**config.mk**
```make
export PLATFORM = sky130hd
export DESIGN_NAME = first_fit_pool_allocator_core
export DESIGN_NICKNAME = d
export VERILOG_FILES = /design/src/hdl/ffpa_pkg.sv /design/src/hdl/first_fit_pool_allocator_core.sv /design/src/hdl/ffpa_ram.sv /design/src/hdl/ffpa_ctrl.sv /design/src/hdl/ffpa_dp.sv
export VERILOG_INCLUDE_DIRS = /design/src /design/src/hdl
export SDC_FILE = /design/constraint.sdc
export NUM_CORES = 2
export LEC_CHECK = 0
export BUFFER_PORTS_ARGS = -buffer_cell sky130_fd_sc_hd__buf_2
export CAP_MARGIN = 20
export CORE_MARGIN = 5
export CORE_UTILIZATION = 55
export CTS_CLUSTER_SIZE = 24
export DETAILED_ROUTE_END_ITERATION = 12
export GPL_ROUTABILITY_DRIVEN = 0
export PLACE_DENSITY = 0.74
export SKIP_LAST_GASP = 1
export SLEW_MARGIN = 10
export SYNTH_ARGS = -nofsm -noshare
export SYNTH_HDL_FRONTEND = slang
export SYNTH_SLANG_ARGS = --single-unit
```
**constraint.sdc**
```tcl
create_clock -name clk -period 12.2 [get_ports clk]
set_input_delay 1.83 -clock clk [delete_from_list [all_inputs] [get_ports clk]]
set_output_delay 1.83 -clock clk [all_outputs]
set_load 0.05 [all_outputs]
```
**src/hdl/first_fit_pool_allocator_core_assert.svh**
```systemverilog
// Assertion macros for the first-fit pool allocator.
// Used by the top level; needs nothing else.
`ifndef FIRST_FIT_POOL_ALLOCATOR_CORE_ASSERT_SVH
`define FIRST_FIT_POOL_ALLOCATOR_CORE_ASSERT_SVH

// Consequent must hold in the same cycle as the antecedent.
`define FFPA_ASSERT_SAME(label, clk, rst_n, ante, cons, msg) \
  label: assert property (@(posedge clk) disable iff (!rst_n) (ante) |-> (cons)) \
    else $error(msg);

// Consequent must hold in the cycle after the antecedent.
`define FFPA_ASSERT_NEXT(label, clk, rst_n, ante, cons, msg) \
  label: assert property (@(posedge clk) disable iff (!rst_n) (ante) |=> (cons)) \
    else $error(msg);

`endif

```
**src/hdl/ffpa_pkg.sv**
```systemverilog
// Shared types, codes and constants for the first-fit pool allocator.
// Used by every module of the block but ffpa_ram; depends on nothing.
package ffpa_pkg;

  // Default sizing of the pool and of the two tables.
  localparam int POOL_BYTES_DEF = 32768;
  localparam int MAX_HOLES_DEF  = 64;
  localparam int MAX_BLOCKS_DEF = 64;

  // Fixed field widths.
  localparam int ADDR_W   = 15;
  localparam int SIZE_W   = 16;
  localparam int FREE_W   = 16;
  localparam int USED_W   = 7;

  // Request codes.
  typedef enum logic [1:0] {
    FN_ALLOC   = 2'd0,
    FN_FREE    = 2'd1,
    FN_REALLOC = 2'd2,
    FN_NOP     = 2'd3
  } func_t;

  // Result status codes.
  typedef enum logic [2:0] {
    ST_OK       = 3'd0,
    ST_EXCEEDS  = 3'd1,
    ST_NOFIT    = 3'd2,
    ST_NOTFOUND = 3'd3,
    ST_FULL     = 3'd4
  } status_t;

  // One request.
  typedef struct packed {
    func_t              func;
    logic [ADDR_W-1:0]  address;
    logic [SIZE_W-1:0]  size;
  } in_item_t;

  // One result.
  typedef struct packed {
    logic [ADDR_W-1:0]  block_address;
    status_t            status;
    logic [FREE_W-1:0]  free_bytes;
    logic [USED_W-1:0]  used_blocks;
  } out_item_t;

  // Controller states.
  typedef enum logic [3:0] {
    S_INIT,
    S_IDLE,
    S_DISPATCH,
    S_ALLOC_CHK,
    S_LSCAN,
    S_FREE_CHK,
    S_HSCAN,
    S_SSCAN,
    S_DONE
  } state_t;

  // Commands from the controller to the datapath.
  typedef struct packed {
    logic    init_hole;
    logic    accept;
    logic    set_status;
    status_t status_code;
    logic    lscan_start;
    logic    lscan_step;
    logic    free_commit;
    logic    hscan_start;
    logic    hscan_step;
    logic    sscan_start;
    logic    sscan_step;
    logic    alloc_commit;
    logic    load_out;
  } ctl_cmd_t;

  // Status from the datapath to the controller.
  typedef struct packed {
    func_t func;
    logic  exceeds;
    logic  lscan_hit;
    logic  lscan_end;
    logic  holes_full;
    logic  hscan_hit;
    logic  hscan_end;
    logic  sscan_hit;
    logic  sscan_end;
  } dp_sts_t;

endpackage

```
**src/hdl/first_fit_pool_allocator_core.sv**
```systemverilog
// First-fit pool allocator: top level joining controller and datapath.
// Depends on ffpa_pkg, ffpa_ctrl, ffpa_dp, ffpa_ram and the assertion header.
//
// Usage: each request on in_data (allocate, free, reallocate, or no-op) is
// transferred when in_valid is high and in_stall is low. The block works on
// one request at a time and returns exactly one result on out_data, which
// transfers when out_valid is high and out_stall is low.
// Steps: allocate runs a hole scan, then a free-slot scan; free runs a
// live-table scan; reallocate runs the free, then the allocation.
// The next request can be taken in the cycle after the result is loaded.
// The hole and live-table scans read one entry per cycle through the
// single registered read port of the hole RAM and of the live RAM.
// Reset: synchronous, active low. The cycle after reset writes the initial
// whole-pool hole, so in_stall stays high for that one cycle.
// The result sits in an output register: a stalled result holds steady
// while the next request is taken and processed; that request's result
// waits in the datapath registers until the output register frees up.
`include "first_fit_pool_allocator_core_assert.svh"

module first_fit_pool_allocator_core #(
  parameter int POOL_BYTES = ffpa_pkg::POOL_BYTES_DEF,
  parameter int MAX_HOLES  = ffpa_pkg::MAX_HOLES_DEF,
  parameter int MAX_BLOCKS = ffpa_pkg::MAX_BLOCKS_DEF
) (
  input  logic                clk,
  input  logic                rst_n,
  input  logic                in_valid,
  output logic                in_stall,
  input  ffpa_pkg::in_item_t  in_data,
  output logic                out_valid,
  input  logic                out_stall,
  output ffpa_pkg::out_item_t out_data
);

  ffpa_pkg::ctl_cmd_t cmd;
  ffpa_pkg::dp_sts_t  sts;

  // Sequencing of each request.
  ffpa_ctrl u_ctrl (
    .clk       (clk),
    .rst_n     (rst_n),
    .in_valid  (in_valid),
    .in_stall  (in_stall),
    .out_valid (out_valid),
    .out_stall (out_stall),
    .sts       (sts),
    .cmd       (cmd)
  );

  // Tables, counters and result register.
  ffpa_dp #(
    .POOL_BYTES (POOL_BYTES),
    .MAX_HOLES  (MAX_HOLES),
    .MAX_BLOCKS (MAX_BLOCKS)
  ) u_dp (
    .clk      (clk),
    .rst_n    (rst_n),
    .cmd      (cmd),
    .sts      (sts),
    .in_data  (in_data),
    .out_data (out_data)
  );

  // A transfer in starts work, so the block is busy on the next cycle.
  `FFPA_ASSERT_NEXT(a_busy_after_accept, clk, rst_n, in_valid && !in_stall, in_stall, "request taken while idle did not start work")

  // A refused request never reports a block address.
  `FFPA_ASSERT_SAME(a_addr_zero_on_error, clk, rst_n, out_valid && (out_data.status != ffpa_pkg::ST_OK), out_data.block_address == '0, "nonzero address on refused request")

  // A new result only appears after the block was busy with a request.
  `FFPA_ASSERT_SAME(a_result_from_work, clk, rst_n, $rose(out_valid), $past(in_stall), "result appeared without a request in progress")

endmodule

```
**src/hdl/ffpa_ram.sv**
```systemverilog
// Generic single-port-write, single-port-read RAM with registered read data.
// Used for the hole table and the live-block table; no dependencies.
module ffpa_ram #(
  parameter int WIDTH = 8,
  parameter int DEPTH = 64,
  localparam int AW = (DEPTH > 1) ? $clog2(DEPTH) : 1
) (
  input  logic             clk,
  input  logic             wr_en,
  input  logic [AW-1:0]    wr_addr,
  input  logic [WIDTH-1:0] wr_data,
  input  logic [AW-1:0]    rd_addr,
  output logic [WIDTH-1:0] rd_data
);

  logic [WIDTH-1:0] mem [DEPTH];
  logic [WIDTH-1:0] rd_data_r;

  // Write port and registered read port.
  always_ff @(posedge clk) begin
    if (wr_en) begin
      mem[wr_addr] <= wr_data;
    end
    rd_data_r <= mem[rd_addr];
  end

  assign rd_data = rd_data_r;

endmodule

```
**src/hdl/ffpa_ctrl.sv**
```systemverilog
// Controller state machine of the first-fit pool allocator.
// Depends on ffpa_pkg; drives the datapath through ctl_cmd_t.
module ffpa_ctrl (
  input  logic               clk,
  input  logic               rst_n,
  input  logic               in_valid,
  output logic               in_stall,
  output logic               out_valid,
  input  logic               out_stall,
  input  ffpa_pkg::dp_sts_t  sts,
  output ffpa_pkg::ctl_cmd_t cmd
);

  ffpa_pkg::state_t state_r, state_nxt;
  logic             out_valid_r, out_valid_nxt;

  // State and output-valid registers.
  always_ff @(posedge clk) begin
    if (!rst_n) begin
      state_r     <= ffpa_pkg::S_INIT;
      out_valid_r <= 1'b0;
    end else begin
      state_r     <= state_nxt;
      out_valid_r <= out_valid_nxt;
    end
  end

  // Next state and commands.
  always_comb begin
    state_nxt = state_r;
    cmd       = '0;
    case (state_r)
      ffpa_pkg::S_INIT: begin
        cmd.init_hole = 1'b1;
        state_nxt     = ffpa_pkg::S_IDLE;
      end
      ffpa_pkg::S_IDLE: begin
        if (in_valid) begin
          cmd.accept = 1'b1;
          state_nxt  = ffpa_pkg::S_DISPATCH;
        end
      end
      ffpa_pkg::S_DISPATCH: begin
        case (sts.func)
          ffpa_pkg::FN_ALLOC: begin
            state_nxt = ffpa_pkg::S_ALLOC_CHK;
          end
          ffpa_pkg::FN_FREE, ffpa_pkg::FN_REALLOC: begin
            cmd.lscan_start = 1'b1;
            state_nxt       = ffpa_pkg::S_LSCAN;
          end
          default: begin
            state_nxt = ffpa_pkg::S_DONE;
          end
        endcase
      end
      ffpa_pkg::S_ALLOC_CHK: begin
        if (sts.exceeds) begin
          cmd.set_status  = 1'b1;
          cmd.status_code = ffpa_pkg::ST_EXCEEDS;
          state_nxt       = ffpa_pkg::S_DONE;
        end else begin
          cmd.hscan_start = 1'b1;
          state_nxt       = ffpa_pkg::S_HSCAN;
        end
      end
      ffpa_pkg::S_LSCAN: begin
        cmd.lscan_step = 1'b1;
        if (sts.lscan_hit) begin
          state_nxt = ffpa_pkg::S_FREE_CHK;
        end else if (sts.lscan_end) begin
          cmd.set_status  = 1'b1;
          cmd.status_code = ffpa_pkg::ST_NOTFOUND;
          state_nxt       = ffpa_pkg::S_DONE;
        end
      end
      ffpa_pkg::S_FREE_CHK: begin
        if (sts.holes_full) begin
          cmd.set_status  = 1'b1;
          cmd.status_code = ffpa_pkg::ST_FULL;
          state_nxt       = ffpa_pkg::S_DONE;
        end else begin
          // A reallocate goes on to the allocation once the free is done.
          cmd.free_commit = 1'b1;
          state_nxt       = (sts.func == ffpa_pkg::FN_REALLOC) ?
                            ffpa_pkg::S_ALLOC_CHK : ffpa_pkg::S_DONE;
        end
      end
      ffpa_pkg::S_HSCAN: begin
        cmd.hscan_step = 1'b1;
        if (sts.hscan_hit) begin
          cmd.sscan_start = 1'b1;
          state_nxt       = ffpa_pkg::S_SSCAN;
        end else if (sts.hscan_end) begin
          cmd.set_status  = 1'b1;
          cmd.status_code = ffpa_pkg::ST_NOFIT;
          state_nxt       = ffpa_pkg::S_DONE;
        end
      end
      ffpa_pkg::S_SSCAN: begin
        if (sts.sscan_hit) begin
          cmd.alloc_commit = 1'b1;
          state_nxt        = ffpa_pkg::S_DONE;
        end else if (sts.sscan_end) begin
          cmd.set_status  = 1'b1;
          cmd.status_code = ffpa_pkg::ST_FULL;
          state_nxt       = ffpa_pkg::S_DONE;
        end else begin
          cmd.sscan_step = 1'b1;
        end
      end
      ffpa_pkg::S_DONE: begin
        // Load the result once the output register is free or being drained.
        if (!out_valid_r || !out_stall) begin
          cmd.load_out = 1'b1;
          state_nxt    = ffpa_pkg::S_IDLE;
        end
      end
      default: begin
        state_nxt = ffpa_pkg::S_INIT;
      end
    endcase
  end

  // Output register occupancy.
  always_comb begin
    if (cmd.load_out) begin
      out_valid_nxt = 1'b1;
    end else if (out_valid_r && !out_stall) begin
      out_valid_nxt = 1'b0;
    end else begin
      out_valid_nxt = out_valid_r;
    end
  end

  assign in_stall  = (state_r != ffpa_pkg::S_IDLE);
  assign out_valid = out_valid_r;

endmodule

```
**src/hdl/ffpa_dp.sv**
```systemverilog
// Datapath of the first-fit pool allocator: tables, counters, scans, result.
// Depends on ffpa_pkg and ffpa_ram; commanded by ffpa_ctrl.
module ffpa_dp #(
  parameter int POOL_BYTES = ffpa_pkg::POOL_BYTES_DEF,
  parameter int MAX_HOLES  = ffpa_pkg::MAX_HOLES_DEF,
  parameter int MAX_BLOCKS = ffpa_pkg::MAX_BLOCKS_DEF
) (
  input  logic                clk,
  input  logic                rst_n,
  input  ffpa_pkg::ctl_cmd_t  cmd,
  output ffpa_pkg::dp_sts_t   sts,
  input  ffpa_pkg::in_item_t  in_data,
  output ffpa_pkg::out_item_t out_data
);

  localparam int AW  = ffpa_pkg::ADDR_W;
  localparam int LW  = $clog2(POOL_BYTES + 1);
  localparam int CW  = (LW > ffpa_pkg::SIZE_W) ? LW : ffpa_pkg::SIZE_W;
  localparam int EW  = AW + LW;
  localparam int HIW = $clog2(MAX_HOLES);
  localparam int HCW = $clog2(MAX_HOLES + 1);
  localparam int BIW = $clog2(MAX_BLOCKS);
  localparam int BCW = $clog2(MAX_BLOCKS + 1);

  // Request and result registers.
  ffpa_pkg::in_item_t  req_r;
  ffpa_pkg::status_t   status_r;
  logic [AW-1:0]       res_addr_r;
  ffpa_pkg::out_item_t out_r;

  // Allocator bookkeeping.
  logic [HCW-1:0]        hole_count_r;
  logic [LW-1:0]         bytes_free_r;
  logic [BCW-1:0]        live_count_r;
  logic [MAX_BLOCKS-1:0] live_valid_r;

  // Hole scan.
  logic [HCW-1:0] hrd_r;
  logic           hchk_vld_r;
  logic [HIW-1:0] hchk_idx_r;
  logic [HIW-1:0] hit_idx_r;
  logic [AW-1:0]  hit_start_r;
  logic [LW-1:0]  hit_len_r;

  // Live-table scan.
  logic [BCW-1:0] lrd_r;
  logic           lchk_vld_r;
  logic [BIW-1:0] lchk_idx_r;
  logic [BIW-1:0] fnd_idx_r;
  logic [AW-1:0]  fnd_addr_r;
  logic [LW-1:0]  fnd_len_r;

  // Free-slot scan.
  logic [BCW-1:0] sptr_r;

  // Memory ports.
  logic           hole_wr_en;
  logic [HIW-1:0] hole_wr_addr;
  logic [EW-1:0]  hole_wr_data;
  logic [EW-1:0]  hole_rd_data;
  logic [EW-1:0]  live_rd_data;

  logic [AW-1:0]  h_start;
  logic [LW-1:0]  h_len;
  logic [AW-1:0]  l_addr;
  logic [LW-1:0]  l_len;
  logic [LW-1:0]  size_lw;
  logic [BIW-1:0] slot_idx;
  logic           hscan_hit;
  logic           lscan_hit;
  logic           sscan_hit;

  // Table entries are packed as {start or address, length}.
  assign h_start  = hole_rd_data[LW +: AW];
  assign h_len    = hole_rd_data[LW-1:0];
  assign l_addr   = live_rd_data[LW +: AW];
  assign l_len    = live_rd_data[LW-1:0];
  assign size_lw  = LW'(req_r.size);
  assign slot_idx = sptr_r[BIW-1:0];

  // Scan matches.
  assign hscan_hit = hchk_vld_r && (h_len != '0) && (CW'(req_r.size) <= CW'(h_len));
  assign lscan_hit = lchk_vld_r && live_valid_r[lchk_idx_r] && (l_addr == req_r.address);
  assign sscan_hit = (sptr_r != BCW'(MAX_BLOCKS)) && !live_valid_r[slot_idx];

  // Status toward the controller.
  always_comb begin
    sts            = '0;
    sts.func       = req_r.func;
    sts.exceeds    = CW'(req_r.size) > CW'(bytes_free_r);
    sts.lscan_hit  = lscan_hit;
    sts.lscan_end  = !lchk_vld_r && (lrd_r == BCW'(MAX_BLOCKS));
    sts.holes_full = (hole_count_r == HCW'(MAX_HOLES));
    sts.hscan_hit  = hscan_hit;
    sts.hscan_end  = !hchk_vld_r && (hrd_r >= hole_count_r);
    sts.sscan_hit  = sscan_hit;
    sts.sscan_end  = (sptr_r == BCW'(MAX_BLOCKS));
  end

  // Hole table write: initial hole, released block, or trimmed hole.
  always_comb begin
    hole_wr_en   = 1'b0;
    hole_wr_addr = '0;
    hole_wr_data = '0;
    if (cmd.init_hole) begin
      hole_wr_en   = 1'b1;
      hole_wr_data = {{AW{1'b0}}, LW'(POOL_BYTES)};
    end else if (cmd.free_commit) begin
      hole_wr_en   = 1'b1;
      hole_wr_addr = hole_count_r[HIW-1:0];
      hole_wr_data = {fnd_addr_r, fnd_len_r};
    end else if (cmd.alloc_commit) begin
      hole_wr_en   = 1'b1;
      hole_wr_addr = hit_idx_r;
      hole_wr_data = {hit_start_r + req_r.size[AW-1:0], hit_len_r - size_lw};
    end
  end

  ffpa_ram #(
    .WIDTH (EW),
    .DEPTH (MAX_HOLES)
  ) u_hole_ram (
    .clk     (clk),
    .wr_en   (hole_wr_en),
    .wr_addr (hole_wr_addr),
    .wr_data (hole_wr_data),
    .rd_addr (hrd_r[HIW-1:0]),
    .rd_data (hole_rd_data)
  );

  ffpa_ram #(
    .WIDTH (EW),
    .DEPTH (MAX_BLOCKS)
  ) u_live_ram (
    .clk     (clk),
    .wr_en   (cmd.alloc_commit),
    .wr_addr (slot_idx),
    .wr_data ({hit_start_r, size_lw}),
    .rd_addr (lrd_r[BIW-1:0]),
    .rd_data (live_rd_data)
  );

  // Bookkeeping counters, valid bits and scan pointers.
  always_ff @(posedge clk) begin
    if (!rst_n) begin
      hole_count_r <= HCW'(1);
      bytes_free_r <= LW'(POOL_BYTES);
      live_count_r <= '0;
      live_valid_r <= '0;
      hrd_r        <= '0;
      hchk_vld_r   <= 1'b0;
      lrd_r        <= '0;
      lchk_vld_r   <= 1'b0;
      sptr_r       <= '0;
    end else begin
      if (cmd.free_commit) begin
        hole_count_r            <= hole_count_r + HCW'(1);
        live_valid_r[fnd_idx_r] <= 1'b0;
        live_count_r            <= live_count_r - BCW'(1);
        bytes_free_r            <= bytes_free_r + fnd_len_r;
      end
      if (cmd.alloc_commit) begin
        live_valid_r[slot_idx] <= 1'b1;
        live_count_r           <= live_count_r + BCW'(1);
        bytes_free_r           <= bytes_free_r - size_lw;
      end
      // Hole scan issues one read a cycle while entries remain.
      if (cmd.hscan_start) begin
        hrd_r      <= '0;
        hchk_vld_r <= 1'b0;
      end else if (cmd.hscan_step) begin
        if (hrd_r < hole_count_r) begin
          hrd_r      <= hrd_r + HCW'(1);
          hchk_vld_r <= 1'b1;
        end else begin
          hchk_vld_r <= 1'b0;
        end
      end
      // Live scan covers the whole table.
      if (cmd.lscan_start) begin
        lrd_r      <= '0;
        lchk_vld_r <= 1'b0;
      end else if (cmd.lscan_step) begin
        if (lrd_r != BCW'(MAX_BLOCKS)) begin
          lrd_r      <= lrd_r + BCW'(1);
          lchk_vld_r <= 1'b1;
        end else begin
          lchk_vld_r <= 1'b0;
        end
      end
      // Free-slot scan walks the valid bits.
      if (cmd.sscan_start) begin
        sptr_r <= '0;
      end else if (cmd.sscan_step) begin
        sptr_r <= sptr_r + BCW'(1);
      end
    end
  end

  // Request capture, scan results and the result register.
  always_ff @(posedge clk) begin
    if (cmd.accept) begin
      req_r      <= in_data;
      status_r   <= ffpa_pkg::ST_OK;
      res_addr_r <= '0;
    end
    if (cmd.set_status) begin
      status_r <= cmd.status_code;
    end
    if (cmd.alloc_commit) begin
      res_addr_r <= hit_start_r;
    end
    if (cmd.hscan_step) begin
      hchk_idx_r <= hrd_r[HIW-1:0];
    end
    if (cmd.hscan_step && hscan_hit) begin
      hit_idx_r   <= hchk_idx_r;
      hit_start_r <= h_start;
      hit_len_r   <= h_len;
    end
    if (cmd.lscan_step) begin
      lchk_idx_r <= lrd_r[BIW-1:0];
    end
    if (cmd.lscan_step && lscan_hit) begin
      fnd_idx_r  <= lchk_idx_r;
      fnd_addr_r <= l_addr;
      fnd_len_r  <= l_len;
    end
    if (cmd.load_out) begin
      out_r.block_address <= res_addr_r;
      out_r.status        <= status_r;
      out_r.free_bytes    <= ffpa_pkg::FREE_W'(bytes_free_r);
      out_r.used_blocks   <= ffpa_pkg::USED_W'(live_count_r);
    end
  end

  assign out_data = out_r;

endmodule

```
==> After elaboration in Yosys (flattened, before gate mapping) <==
Memories as Yosys holds them, arrays and structs flattened. A register that Yosys moved wholly into a read port is not among the register bits.
Index checks and enable logic that the tools add are counted.
{ "word_totals": {"regBits": 300, "mem_bits_rw": 3968, "output_inout_bits": 43, "elab_cells": 182, "mem_count": 2} }
{ "memory_table": {"columns": ["name", "words", "word_bits", "read_ports", "rd_clocked_by_memory_dff", "wr", "line_no", "text"], "rows": [
  ["u_dp.u_hole_ram.mem", 64, 31, 1, 1, 1, "ffpa_ram.sv:16", "logic [WIDTH-1:0] mem [DEPTH];"],
  ["u_dp.u_live_ram.mem", 64, 31, 1, 1, 1, "ffpa_ram.sv:16", null]
]} }
{ "classes": {"addsub": 10, "order_cmp": 9, "eq_ne": 22, "n_mux": 75, "n_bitwise": 4, "reduce_logical": 32} }
{ "op_table": {"columns": ["cell", "count"], "rows": [
  ["64-bit two-way mux", 3],
  ["31-bit two-way mux", 3],
  ["4-bit two-way mux", 19],
  ["64-bit bitwise AND", 1],
  ["64-bit NOT", 1],
  ["64-bit bitwise OR", 1],
  ["4-bit one-hot mux with 9 select lines", 1],
  ["7-bit by 1-bit adder with 7-bit output (second input constant)", 5],
  ["16-bit two-way mux", 2],
  ["16-bit subtractor", 2],
  ["1-bit two-way mux", 30],
  ["15-bit two-way mux", 2],
  ["7-bit == test (second input constant)", 3],
  ["6-bit by 7-bit < comparator with 1-bit output (second input constant)", 3],
  ["4-bit one-hot mux with 5 select lines", 1],
  ["6-bit two-way mux", 3],
  ["16-bit adder", 1],
  ["4-bit by 3-bit == test with 1-bit output (second input constant)", 4],
  ["16-bit > comparator", 1],
  ["16-bit less-or-equal comparator", 1],
  ["16-bit nonzero test", 1],
  ["15-bit adder", 1],
  ["15-bit == test", 1],
  ["7-bit two-way mux", 2],
  ["other kinds (29)", 60]
]} }

==> Longest topological paths before layout <==
{ "depth": {"word_depth": 11, "depth_mapped": 22, "depth_no_buf": 17} }

==> Modules after synthesis <==
Synthesis repeated with hierarchy kept, for this count alone.
{ "unflattened": {"hier_cells": 8469, "area_unflattened_um2": 169059.6} }
{ "by_module_without_submodules": {"columns": ["module", "n_inst", "cells_each", "area_each_um2", "seq_area_each_um2"], "rows": [
  ["ffpa_ram (u_dp.u_hole_ram)", 1, 3418, 76308.2, 60197.7],
  ["ffpa_ram (u_dp.u_live_ram)", 1, 3418, 76305.7, 60197.7],
  ["ffpa_dp", 1, 1545, 15823.9, 7687.4],
  ["ffpa_ctrl", 1, 88, 621.8, 100.1]
]} }

==> Worst setup path before layout <==
Ideal clock, no wire load.
{ "synth_path": {"kind": "register to register", "start": "register u_dp.req_r (netlist bit u_dp.size_lw[1])", "end": "memory u_dp.u_hole_ram.mem[0][14] (netlist bit), data pin", "arrival_time_ns": 5.674, "required_time_ns": 11.499, "path_slack_ns": 5.824, "stages_incl_launch_ff": 12, "synth_period_minus_slack_ns": 6.376, "path_cell_list": "edfxtp_1 inv_1 fa_1 a21o_1 a21oi_1 o21bai_1 a21o_1 a21oi_1 o311ai_0 a21oi_1 xor2_1 o21ai_0"} }
{ "synth_between": {"elab_chain_len": 4} }
{ "synth_rtl": {"columns": ["element", "line_no", "text"], "rows": [
  ["from (decl)", "ffpa_dp.sv:26", "ffpa_pkg::in_item_t req_r;"],
  ["from (signal assigned)", "ffpa_dp.sv:203", "req_r <= in_data;"],
  ["16-bit subtractor", "ffpa_dp.sv:115", "hole_wr_data = {hit_start_r + req_r.size[AW-1:0], hit_len_r - size_lw};"],
  ["31-bit two-way mux", "ffpa_dp.sv:112", "end else if (cmd.alloc_commit) begin"],
  ["31-bit two-way mux", "ffpa_dp.sv:108", "end else if (cmd.free_commit) begin"],
  ["31-bit two-way mux", "ffpa_dp.sv:105", "if (cmd.init_hole) begin"],
  ["via u_dp.hole_wr_data[14]", "ffpa_dp.sv:59", "logic [EW-1:0] hole_wr_data;"],
  ["to (decl)", "ffpa_ram.sv:16", null]
]} }
The timed path passes the listed nets, and every way through them passes these cells.

==> Final worst setup path <==
{ "layout_path": {"start": "register u_dp.sptr_r[1]", "end": "memory u_dp.u_hole_ram.mem[47][10] (netlist bit) (enable)"} }
{ "layout_between": {"elab_chain_len": 11, "elab_cells_between_ends": 15} }
{ "layout_rtl": {"columns": ["element", "line_no", "text"], "rows": [
  ["from (decl)", "ffpa_dp.sv:54", "logic [BCW-1:0] sptr_r;"],
  ["from (signal assigned)", "ffpa_dp.sv:195", "sptr_r <= sptr_r + BCW'(1);"],
  ["1-bit binary-select mux with 6-bit select", "ffpa_dp.sv:84", "assign sscan_hit = (sptr_r != BCW'(MAX_BLOCKS)) && !live_valid_r[slot_idx];"],
  ["1-bit two-way mux (implied by the code)", "ffpa_dp.sv:84", null],
  ["1-bit logical NOT", "ffpa_dp.sv:84", null],
  ["1-bit logical AND (*)", "ffpa_dp.sv:84", null],
  ["1-bit two-way mux (*)", "ffpa_ctrl.sv:101", "if (sts.sscan_hit) begin"],
  ["2-bit two-way mux (*)", "ffpa_ctrl.sv:32", "case (state_r)"],
  ["1-bit two-way mux", "ffpa_dp.sv:112", null],
  ["1-bit two-way mux", "ffpa_dp.sv:108", null],
  ["1-bit two-way mux", "ffpa_dp.sv:105", null],
  ["1-bit two-way mux", "ffpa_ram.sv:21", "if (wr_en) begin"],
  ["1-bit two-way mux (implied by the code)", "ffpa_ram.sv:22", "mem[wr_addr] <= wr_data;"]
]} }
Every way passes the cells marked *; elsewhere a longest branch is shown, timed or not. The select of a mux whose other input is x is not followed.

==> flow_metrics.py <==
metrics = {
    "min_path": {
        "hp-start": "u_dp.u_live_ram.rd_data[2]$_DFF_P_",
        "holdPathStages": 0,
        "worstHoldPathType": "reg -> reg",
    },
    "critical_path": {
        "crit_fanout": 34,
        "crit_path_start_kind": "flip-flop",
        "cp_slowest_cell": "dfxtp_1",
        "cp_top_family": "simple AND/OR/NAND/NOR gates",
        "reg2reg_depth": 13,
        "setup.worst_path.class": "reg -> reg",
        "cp_num_buf_inv": 4,
        "worstPathCellList": "inv_2 > ha_1 > nand2_1 > nor3_1 > or4_1 > nor4_4 > buf_4 > nor2_2 > buf_4 > nor3_2 > nand3_1 > buf_6 > nor2_4",
        "critPathMaxStageDelay_ps": 950,
        "arrival_ps": 6810,
        "startpoint": "u_dp.sptr_r[1]$_SDFFE_PP0P_",
        "cp.depth": 13,
        "worst_path_most_repeated_cell": "buf_4",
        "endpoint_kind": "flip-flop",
        "required_ps": 12740,
        "r2r_start": "u_dp.sptr_r[1]$_SDFFE_PP0P_",
    },
    "power": {
        "ir_worst_vdd_mv": 0.152,
        "combPwrFrac_pct": 10.0,
        "p_int_mw": 25.2,
        "leakage_nw": 56.6,
        "netSwitchingFraction_pct": 23.6,
        "p_sw_mw": 7.79,
        "powerDensity_nw_per_um2": 176,
        "seqPwrFrac_pct": 51.7,
        "clkPwrFrac_pct": 38.3,
    },
    "global_routing": {
        "grt_pass1_vias": 81900,
        "antenna_found_initial": 45,
        "grt_pass1_wl_um": 615000,
        "track_usage_pct": 27.3,
        "overflow": 0,
        "grt_max_degree": 152,
    },
    "drt": {
        "drt-initial-drc-count": 13000,
        "via_count": 82200,
        "via_per_inst": 6.77,
        "wl_per_cell_um": 35.8,
        "first_pass_iters": 12,
        "ant_nets": 0,
        "drc_errors": 0,
        "routed_wl_um": 434000,
    },
    "final_layout": {
        "stdcell_area_sq_um": 188000,
        "drive_gt1_share_pct": 29.1,
        "nets": 7929,
        "fill_cells": 19700,
        "final_core_util_pct": 62.0,
        "synthToLayoutAreaGrowth_pct": 12.1,
    },
    "timing": {
        "worstMarginPinSlew_ps": 1170,
        "min_period_ps": 6270,
        "fmax_mhz": 160,
        "hold_violations": 0,
        "drv_slew": 0,
        "clock_skew_ps": 78.8,
        "setup_viol": 0,
        "rsz0062_at_grt": "false",
        "finalSetupTns_ps": 0,
        "slew-limit-headroom_pct": 22.0,
        "finalCritPeriodShare_pct": 51.4,
    },
    "cts": {
        "cts_sinks": 4330,
        "cts_tree": "yes",
        "root_buffer": "clkbuf_16",
        "hold_buffers": 0,
        "clk_pin_slew_ps": 60,
        "postCtsSetupBuffers": 0,
        "numCtsBuffers": 415,
        "ctsResizeCount": 0,
        "cts.htree.levels": 5,
        "cts_buffer_depth": 4,
        "worstSkewPairLatency_ps": 970,
    },
    "floorplanning": {
        "fp.dieW_um": 562,
        "dieHeight_um": 562,
        "core_area_sq_um": 303000,
        "io_pins": 80,
        "design.die.area_sq_um": 316000,
        "num_rows": 202,
        "initial_core_util_pct": 55.3,
    },
    "logic_synthesis": {
        "syn-cell-area_sq_um": 168000,
        "synthMostInstantiatedCell": "edfxtp_1",
        "syn_area_per_cell_sq_um": 22.5,
        "yosysUniqueCellTypes": 78,
        "synth_seq_cells": 4330,
        "synthFlopType": "edfxtp_1",
        "synth_top_area_share_pct": 74.3,
        "ys_seq_area_share_pct": 76.5,
        "async_flop_share_pct": 0,
        "synth_top_area_cell": "edfxtp_1",
        "synth.cells.most_frequent": "4146 x edfxtp_1, 1287 x mux4_2, 251 x clkbuf_1, 184 x dfxtp_1, 176 x nor2_1",
        "synth_edf_count": 4146,
        "ys_top_cells_by_area": "edfxtp_1 74%, mux4_2 17%, dfxtp_1 2.2%",
        "synth_cells": 7442,
        "yosysWarnings": 0,
        "syn_nets": 7582,
    },
    "placed_design": {
        "numPortBuffers": 79,
        "postPlaceCellArea_sq_um": 174000,
        "dp_hpwl_um": 243000,
    },
    "flow_run": {
        "drv_cap": 0,
    },
    "run_status": {
        "status": "complete, no violations",
    },
}
stage by stage:
step / hold slack, ps / total power, mW / cells / setup WS (ps)
after floorplan: 386 / 19.3 / 7442 / 5820
after global placement: 390 / 20.5 / 11300 / 5350
after detailed placement: 391 / 20.6 / 11300 / 5140
after CTS: 403 / 33.1 / 12100 / 5080
after global routing: 405 / 34.0 / 12100 / 5720
final: 404 / 33.0 / 12100 / 5930
layer usage:
metal | track usage (%) | wire [um] | vias to the layer above
li1 | - | - | 32100
met1 | 37.3 | 154000 | 43400
met2 | 42.8 | 208000 | 5556
met3 | 5.30 | 45900 | 1073
met4 | 13.9 | 26800 | 10
met5 | 0 | 64 | -
kinds of logic (layout without fill, tap and decap cells):
family,after synthesis,count (layout),synth area share [%]
DFF,4330,4330,76.5
adders and majority gates,103,103,0.791
xor gates and xnor gates,89,89,0.465
and+or+nand+nor,595,595,1.70
buffers and inverters,507,1190,1.16
AOI/OAI and AO/OA,466,466,1.74
other,0,29,0
muxes,1352,1352,17.7
path summary, 6_finish.rpt:
kind	end	slack (ps)
setup / recovery	u_dp.u_hole_ram.mem[47][10]$_DFFE_PP_	5930
hold / removal	u_dp.fnd_len_r[2]$_DFFE_PP_	400
setup reg to reg	u_dp.u_hole_ram.mem[47][10]$_DFFE_PP_	5930
hold reg to reg	u_dp.fnd_len_r[2]$_DFFE_PP_	400
sequential cells by signal, summed over array words and instances, names as in the netlist, 7 cells and up:
signal and count:
u_dp.lrd_r 7, u_dp.fnd_len_r 16, u_dp.req_r 15, u_dp.sptr_r 7
u_dp.fnd_addr_r 15, u_dp.live_count_r 7, u_dp.hit_len_r 16, u_dp.res_addr_r 15
u_dp.hit_start_r 15, u_dp.u_hole_ram.mem 1984, u_dp.hole_count_r 7, u_dp.bytes_free_r 16
u_dp.live_valid_r 64, u_dp.out_data 41, u_dp.size_lw 16, u_dp.u_live_ram.rd_data 31
u_dp.u_hole_ram.rd_data 31, u_dp.hrd_r 7, u_dp.u_live_ram.mem 1984
worst reg2reg max path: stages (launching register included):
cell and delay [ps]:
dfxtp_1 950, inv_2 330, ha_1 290, nand2_1 60, nor3_1 80, or4_1 510, nor4_4 510, buf_4 470
nor2_2 210, buf_4 270, nor3_2 300, nand3_1 620, buf_6 400, nor2_4 890
cells in the final DEF (no fill, tap or decap), types with 23 or more instances in the layout:
cell	netlist	final
nor2_4	0	78
bufinv_16	0	40
o21ai_0	128	101
o21a_1	35	35
a21oi_1	125	124
inv_1	133	87
ha_1	98	98
nand3_1	48	47
clkbuf_1	251	78
xor2_1	30	30
nor2b_1	29	29
nor2_1	176	98
nor3_1	40	40
clkbuf_16	0	417
o21ai_4	0	27
clkinv_2	0	76
mux4_2	1287	1287
dfxtp_1	184	173
buf_4	0	203
buf_2	16	79
a21o_1	23	23
diode_2	0	29
clkinv_1	0	117
xnor2_1	59	59
edfxtp_1	4146	4146
nand2_1	166	166
mux2i_1	52	52
o22ai_1	24	24
area by class of cell:
| class | count | area, sq um | area share, % |
|---|---|---|---|
| clock buffers | 503 | 10800 | 5.77 |
| repair buffers | 301 | 2300 | 1.23 |
| multi-input cells | 2605 | 38500 | 20.5 |
| inverters | 136 | 513 | 0.273 |
| flip-flops and latches | 4330 | 128000 | 68.2 |
| well taps | 3978 | 4980 | 2.65 |
| clock inverters | 250 | 2490 | 1.32 |
| diodes | 29 | 72.6 | 0.0386 |
power groups by stage:
stage	sequential (mW)	combinational, mW	clock [mW]
final	17.1	3.29	12.7
after global routing	17.1	3.47	13.5
after CTS	17.1	3.28	12.8
after detailed placement	17.4	3.25	0
after global placement	17.4	3.17	0
after floorplan	17.4	1.95	0
Power figures use the tool's default switching activity.
